**src/sv/txcon_pkg.sv**
```systemverilog
// Package for the text console character engine: request and response beat
// types, character codes, controller states and controller/datapath links.
// No dependencies.
`timescale 1ns / 1ps
`default_nettype none

package txcon_pkg;

   // Default screen geometry.
   localparam int COLUMNS_DEFAULT = 80;
   localparam int ROWS_DEFAULT    = 25;

   // Attribute byte after reset: white on black.
   localparam logic [7:0] ATTR_RESET = 8'h0F;

   // Character codes that put-char interprets.
   localparam logic [7:0] CH_BS    = 8'h08;
   localparam logic [7:0] CH_TAB   = 8'h09;
   localparam logic [7:0] CH_LF    = 8'h0A;
   localparam logic [7:0] CH_CR    = 8'h0D;
   localparam logic [7:0] CH_SPACE = 8'h20;
   localparam logic [7:0] CH_LAST  = 8'h7F;

   // Operation codes.
   typedef enum logic [1:0] {
      FUNC_PUT   = 2'd0,
      FUNC_CLEAR = 2'd1,
      FUNC_SET   = 2'd2,
      FUNC_READ  = 2'd3
   } func_type;

   // One request beat.
   typedef struct packed {
      func_type    func;
      logic [7:0]  char_code;
      logic [6:0]  set_col;
      logic [4:0]  set_row;
      logic [10:0] read_address;
   } req_type;

   // One response beat.
   typedef struct packed {
      logic [10:0] cursor_location;
      logic [15:0] read_data;
      logic        scrolled;
   } rsp_type;

   // Controller states.
   typedef enum logic [2:0] {
      ST_IDLE,
      ST_DECODE,
      ST_READ_WAIT,
      ST_RESPOND,
      ST_SCROLL_RD,
      ST_SCROLL_WR,
      ST_FILL
   } state_type;

   // Source of the screen memory read address.
   typedef enum logic {
      RD_REQ,
      RD_SCROLL
   } rd_src_type;

   // Source of the screen memory write address and data.
   typedef enum logic [1:0] {
      WR_PUT,
      WR_COPY,
      WR_BLANK
   } wr_src_type;

   // Commands from the controller to the datapath.
   typedef struct packed {
      logic       load;
      logic       put_step;
      logic       set_cursor;
      logic       home;
      logic       ptr_zero;
      logic       ptr_inc;
      logic       rd_en;
      rd_src_type rd_src;
      logic       wr_en;
      wr_src_type wr_src;
      logic       respond;
   } ctrl_cmd_type;

   // Status from the datapath to the controller.
   typedef struct packed {
      func_type func;
      logic     printable;
      logic     need_scroll;
      logic     ptr_copy_end;
      logic     ptr_fill_end;
   } dp_status_type;

endpackage

`default_nettype wire

```
**src/sv/txcon_ctrl.sv**
```systemverilog
// Controller state machine for the text console engine. It sequences each
// operation and drives the datapath commands. Depends on txcon_pkg.
`timescale 1ns / 1ps
`default_nettype none

module txcon_ctrl (
   input  wire logic                     clock,
   input  wire logic                     reset,
   input  wire logic                     start,
   output      logic                     busy,
   input  wire txcon_pkg::dp_status_type status,
   output      txcon_pkg::ctrl_cmd_type  cmd
);

   txcon_pkg::state_type state_ff;
   txcon_pkg::state_type state_in;

   // State register.
   always_ff @(posedge clock) begin
      if (reset) begin
         state_ff <= txcon_pkg::ST_IDLE;
      end else begin
         state_ff <= state_in;
      end
   end

   // Next state and commands.
   always_comb begin
      state_in   = state_ff;
      cmd        = '0;
      cmd.rd_src = txcon_pkg::RD_REQ;
      cmd.wr_src = txcon_pkg::WR_PUT;
      case (state_ff)
         txcon_pkg::ST_IDLE: begin
            if (start) begin
               cmd.load = 1'b1;
               state_in = txcon_pkg::ST_DECODE;
            end
         end
         txcon_pkg::ST_DECODE: begin
            case (status.func)
               txcon_pkg::FUNC_PUT: begin
                  cmd.put_step = 1'b1;
                  cmd.wr_en    = status.printable;
                  cmd.wr_src   = txcon_pkg::WR_PUT;
                  if (status.need_scroll) begin
                     cmd.ptr_zero = 1'b1;
                     state_in     = txcon_pkg::ST_SCROLL_RD;
                  end else begin
                     state_in = txcon_pkg::ST_RESPOND;
                  end
               end
               txcon_pkg::FUNC_CLEAR: begin
                  cmd.home     = 1'b1;
                  cmd.ptr_zero = 1'b1;
                  state_in     = txcon_pkg::ST_FILL;
               end
               txcon_pkg::FUNC_SET: begin
                  cmd.set_cursor = 1'b1;
                  state_in       = txcon_pkg::ST_RESPOND;
               end
               default: begin
                  cmd.rd_en  = 1'b1;
                  cmd.rd_src = txcon_pkg::RD_REQ;
                  state_in   = txcon_pkg::ST_READ_WAIT;
               end
            endcase
         end
         txcon_pkg::ST_READ_WAIT: begin
            cmd.respond = 1'b1;
            state_in    = txcon_pkg::ST_IDLE;
         end
         txcon_pkg::ST_RESPOND: begin
            cmd.respond = 1'b1;
            state_in    = txcon_pkg::ST_IDLE;
         end
         // Scroll: fetch the cell one row below, then store it one row up.
         txcon_pkg::ST_SCROLL_RD: begin
            cmd.rd_en  = 1'b1;
            cmd.rd_src = txcon_pkg::RD_SCROLL;
            state_in   = txcon_pkg::ST_SCROLL_WR;
         end
         txcon_pkg::ST_SCROLL_WR: begin
            cmd.wr_en   = 1'b1;
            cmd.wr_src  = txcon_pkg::WR_COPY;
            cmd.ptr_inc = 1'b1;
            if (status.ptr_copy_end) begin
               state_in = txcon_pkg::ST_FILL;
            end else begin
               state_in = txcon_pkg::ST_SCROLL_RD;
            end
         end
         // Blank fill, used for the bottom row after a scroll and for clear.
         txcon_pkg::ST_FILL: begin
            cmd.wr_en   = 1'b1;
            cmd.wr_src  = txcon_pkg::WR_BLANK;
            cmd.ptr_inc = 1'b1;
            if (status.ptr_fill_end) begin
               cmd.respond = 1'b1;
               state_in    = txcon_pkg::ST_IDLE;
            end
         end
         default: begin
            state_in = txcon_pkg::ST_IDLE;
         end
      endcase
   end

   assign busy = (state_ff != txcon_pkg::ST_IDLE);

endmodule

`default_nettype wire

```
**config.mk**
```make
export PLATFORM = sky130hd
export DESIGN_NAME = txcon_ctrl
export DESIGN_NICKNAME = d
export VERILOG_FILES = /design/src/sv/txcon_pkg.sv /design/src/sv/txcon_ctrl.sv
export SDC_FILE = /design/constraint.sdc
export NUM_CORES = 1
export LEC_CHECK = 0
export BUFFER_PORTS_ARGS = -buffer_cell sky130_fd_sc_hd__buf_2
export CORE_MARGIN = 5
export CORE_UTILIZATION = 25
export DETAILED_ROUTE_END_ITERATION = 6
export PLACE_DENSITY = 0.55
export SLEW_MARGIN = 20
export SYNTH_ARGS = -nofsm -noshare
export SYNTH_HDL_FRONTEND = slang
export SYNTH_SLANG_ARGS = --single-unit
```
**constraint.sdc**
```tcl
create_clock -name clock -period 1.25 [get_ports clock]
set_input_delay 0.125 -clock clock [delete_from_list [all_inputs] [get_ports clock]]
set_output_delay 0.125 -clock clock [all_outputs]
set_load 0.05 [all_outputs]
```
==> metrics.md <==
| Metric | Value |
|---|---|
| Run status | `complete, but fails checks` |
| Failing checks | `setup timing` |
| CP Launch Type | `register` |
| Crit share post-route | `1.08` |
| CP Launch Point | `state_ff[2]$_SDFFE_PP0P_` |
| First-pass GRT wire length | `2.05 mm` |
| Antenna-violating nets left | `0` |
| CP endpoint | `cmd[11]` |
| Root Buffer | `clkbuf_4` |
| FF-to-FF End | `state_ff[1]$_SDFFE_PP0P_` |
| Combinational share of power | `0.563` |
| Largest registers | `state_ff x3` |
| Min-delay worst type | `input pin to register` |
| Fin crit period | `1.35 ns` |
| Drc violations | `0` |
| Cts hold-fix bufs | `0` |
| Final cell count without fillers | `106` |
| First-pass DRT Iterations | `2` |
| Max_cap viols | `0` |
| Total of fill cells in the finished design | `146` |
| Total number of vias | `510` |
| RSZ-0062 raised after global routing | `true` |
| R2R Setup Slk | `0.07 ns` |
| Number of synthesized register bits | `3` |
| Vias in the first global route | `468` |
| Cell Count Post-Placement | `96` |
| Fmax | `741 MHz` |
| Worst Setup Path Type | `register to output pin` |
| All-Layer GR Usage | `0.104` |
| Hold_sp | `status[0]` |
| PwrDens | `838 nW/um2` |
| WP data arrival | `1.22 ns` |
| Final setup viols | `8` |
| Initial DRC count | `7` |
| Core Area | `1490 um2` |
| Reg with most FFs | `state_ff` |
| Clk sinks | `3` |
| # H-tree levels | `1` |
| R2R cell count | `4` |
| Clock Tree Buf Depth | `2` |
| Area of the multi-input gates | `332 um2` |
| FF/Latch Area | `68.8 um2` |
| Worst vdd ir | `0.000357 V` |
| Reg power frac | `0.179` |
| Worst-Margin Slew | `0.381 ns` |
| Share of layout cells above drive strength 1 | `0.667` |
| Die area | `2460 um2` |
| # IOs | `22` |
| CTS tree | `done` |
| I/O Buffers | `21` |
| Crit. End Element | `output pin` |
| Rows | `14` |
| Cells after synthesis | `51` |
| Sw Share | `0.417` |
| N_diodes | `0` |
| WL per Instance | `12.3 um` |
| Initial Util | `0.263` |
| CTS Buf Count | `3` |
| Nets@finish | `104` |
| Req. time, crit path | `1.12 ns` |
| Die W | `49.6 um` |
| Max FFs per register | `3` |
| Final worst slack | `-0.0991 ns` |
| Power share of the clock group | `0.257` |
| Hpwl dp | `930 um` |
| Critical R2R Launch | `state_ff[2]$_SDFFE_PP0P_` |
| Final wirelength | `1.30 mm` |
| Mapped Nets | `64` |
| P_int | `0.392 mW` |
| Post-synthesis area per instance | `7.68 um2` |
| Layout area overhead | `105%` |
| Total congestion overflow | `0` |
| Largest net degree at the start of global routing | `7` |
| Setup Skew | `0.00222 ns` |
| Slew HR | `0.746` |
| Synth unique cells | `24` |
| Slew Limit Fails | `0` |
| Via-per-instance ratio | `4.81` |
| Final Util | `0.539` |
| Worst-path clk slew | `0.04 ns` |
| Die Span Y | `49.6 um` |
| Final Hold Viols | `0` |
| Synthesized area | `392 um2` |
| Leakage power | `0.381 nW` |
| Sw Pwr | `0.281 mW` |
| Initial antenna violation count | `0` |
| Worst-path maximum fanout | `6` |
| Yosys warnings | `0` |
| Placer Congestion | `0.719` |
| Post-synthesis sequential area ratio | `0.153` |
| Clock Latency Late Sink | `0.23 ns` |
## routing by layer
| layer | wire (um) | share of wire | global-route usage |
|---|---|---|---|
| met4 | 0 | 0 | 0.0786 |
| met5 | 0 | 0 | 0 |
| met2 | 709 | 0.54 | 0.163 |
| met1 | 496 | 0.38 | 0.128 |
| met3 | 96 | 0.074 | 0.00904 |
## worst min-delay path by stage
stage                                     to  slack, ns  depth (start not counted)
finish              state_ff[1]$_SDFFE_PP0P_       0.11                          2
global route        state_ff[1]$_SDFFE_PP0P_       0.12                          2
CTS                 state_ff[1]$_SDFFE_PP0P_       0.12                          2
detailed placement  state_ff[1]$_SDFFE_PP0P_       0.37                          2
global placement    state_ff[1]$_SDFFE_PP0P_       0.37                          2
floorplan           state_ff[2]$_SDFFE_PP0P_       0.23                          1
## cell usage in the layout (no fill, tap or decap), types with 4 or more instances in the layout
cell    n
buf_4  15
inv_1   6
buf_8   4
buf_2   9
buf_6  10
## through the flow
step	instance area [um2]	setup TNS (ns)	power, mW	hold WS (ns)	setup slack [ns]
floorplan	425	-0.402	0.340	0.228	-0.216
global placement	599	0	0.418	0.367	0.0112
global route	803	-0.876	0.707	0.124	-0.130
finish	803	-0.395	0.673	0.115	-0.0991
CTS	749	-0.737	0.658	0.120	-0.113
detailed placement	599	-0.0124	0.422	0.371	-0.0118
## area by class of cell
class / instances / share of cell area
inverter: 7 / 0.0327
timing repair buffer: 38 / 0.411
tap: 16 / 0.0249
multi-input combinational: 38 / 0.413
sequential: 3 / 0.0857
clock buffer: 4 / 0.0327
## what timing repair did
item / CTS / global route
gates resized for setup: 30 / 17
setup buffers: 5 / 1
pin swaps: 3 / 5
setup endpoints to repair: 13 / 14
## power by group through the flow
stage | Sequential [mW] | Clock, mW | Combinational [mW]
after floorplan | 0.114 | 0 | 0.226
after global placement | 0.124 | 0 | 0.294
after detailed placement | 0.125 | 0 | 0.297
after CTS | 0.119 | 0.182 | 0.357
after global routing | 0.122 | 0.183 | 0.402
final | 0.121 | 0.173 | 0.379
## worst max-delay path: stages (launching register included)
cell,delay (ns)
dfxtp_4,0.35
or3_4,0.39
nor2_4,0.09
buf_6,0.16
## synth_stat cells, drive strengths merged
| cell | n | area [um2] |
|---|---|---|
| a21oi | 6 | 30.0 |
| o21ai | 2 | 10.0 |
| inv | 7 | 26.3 |
| o31ai | 2 | 15.0 |
| ha | 4 | 50.1 |
| dfxtp | 3 | 60.1 |
| or3 | 1 | 11.3 |
| nand2b | 4 | 32.5 |
| a2111oi | 1 | 8.76 |
| buf | 3 | 33.8 |
| a21boi | 1 | 7.51 |
| a211oi | 1 | 7.51 |
| and2 | 3 | 18.8 |
| nand3b | 2 | 15.0 |
| nand3 | 1 | 5.00 |
| a211o | 1 | 8.76 |
| a31oi | 1 | 6.26 |
| nor3b | 1 | 7.51 |
| nor2b | 1 | 6.26 |
| nor2 | 4 | 17.5 |
| nor3 | 1 | 5.00 |
| o32ai | 1 | 8.76 |
## cell families (layout without fill, tap and decap cells)
group                      count (synthesis)  in the layout  share of synthesized area
buffers and inverters                     10             49                      0.153
adders and majority gates                  4              4                      0.128
AOI/OAI and AO/OA                         16             16                      0.262
and+or+nand+nor                           18             18                      0.304
DFF                                        3              3                      0.153
(Power assumes the default switching activity.)
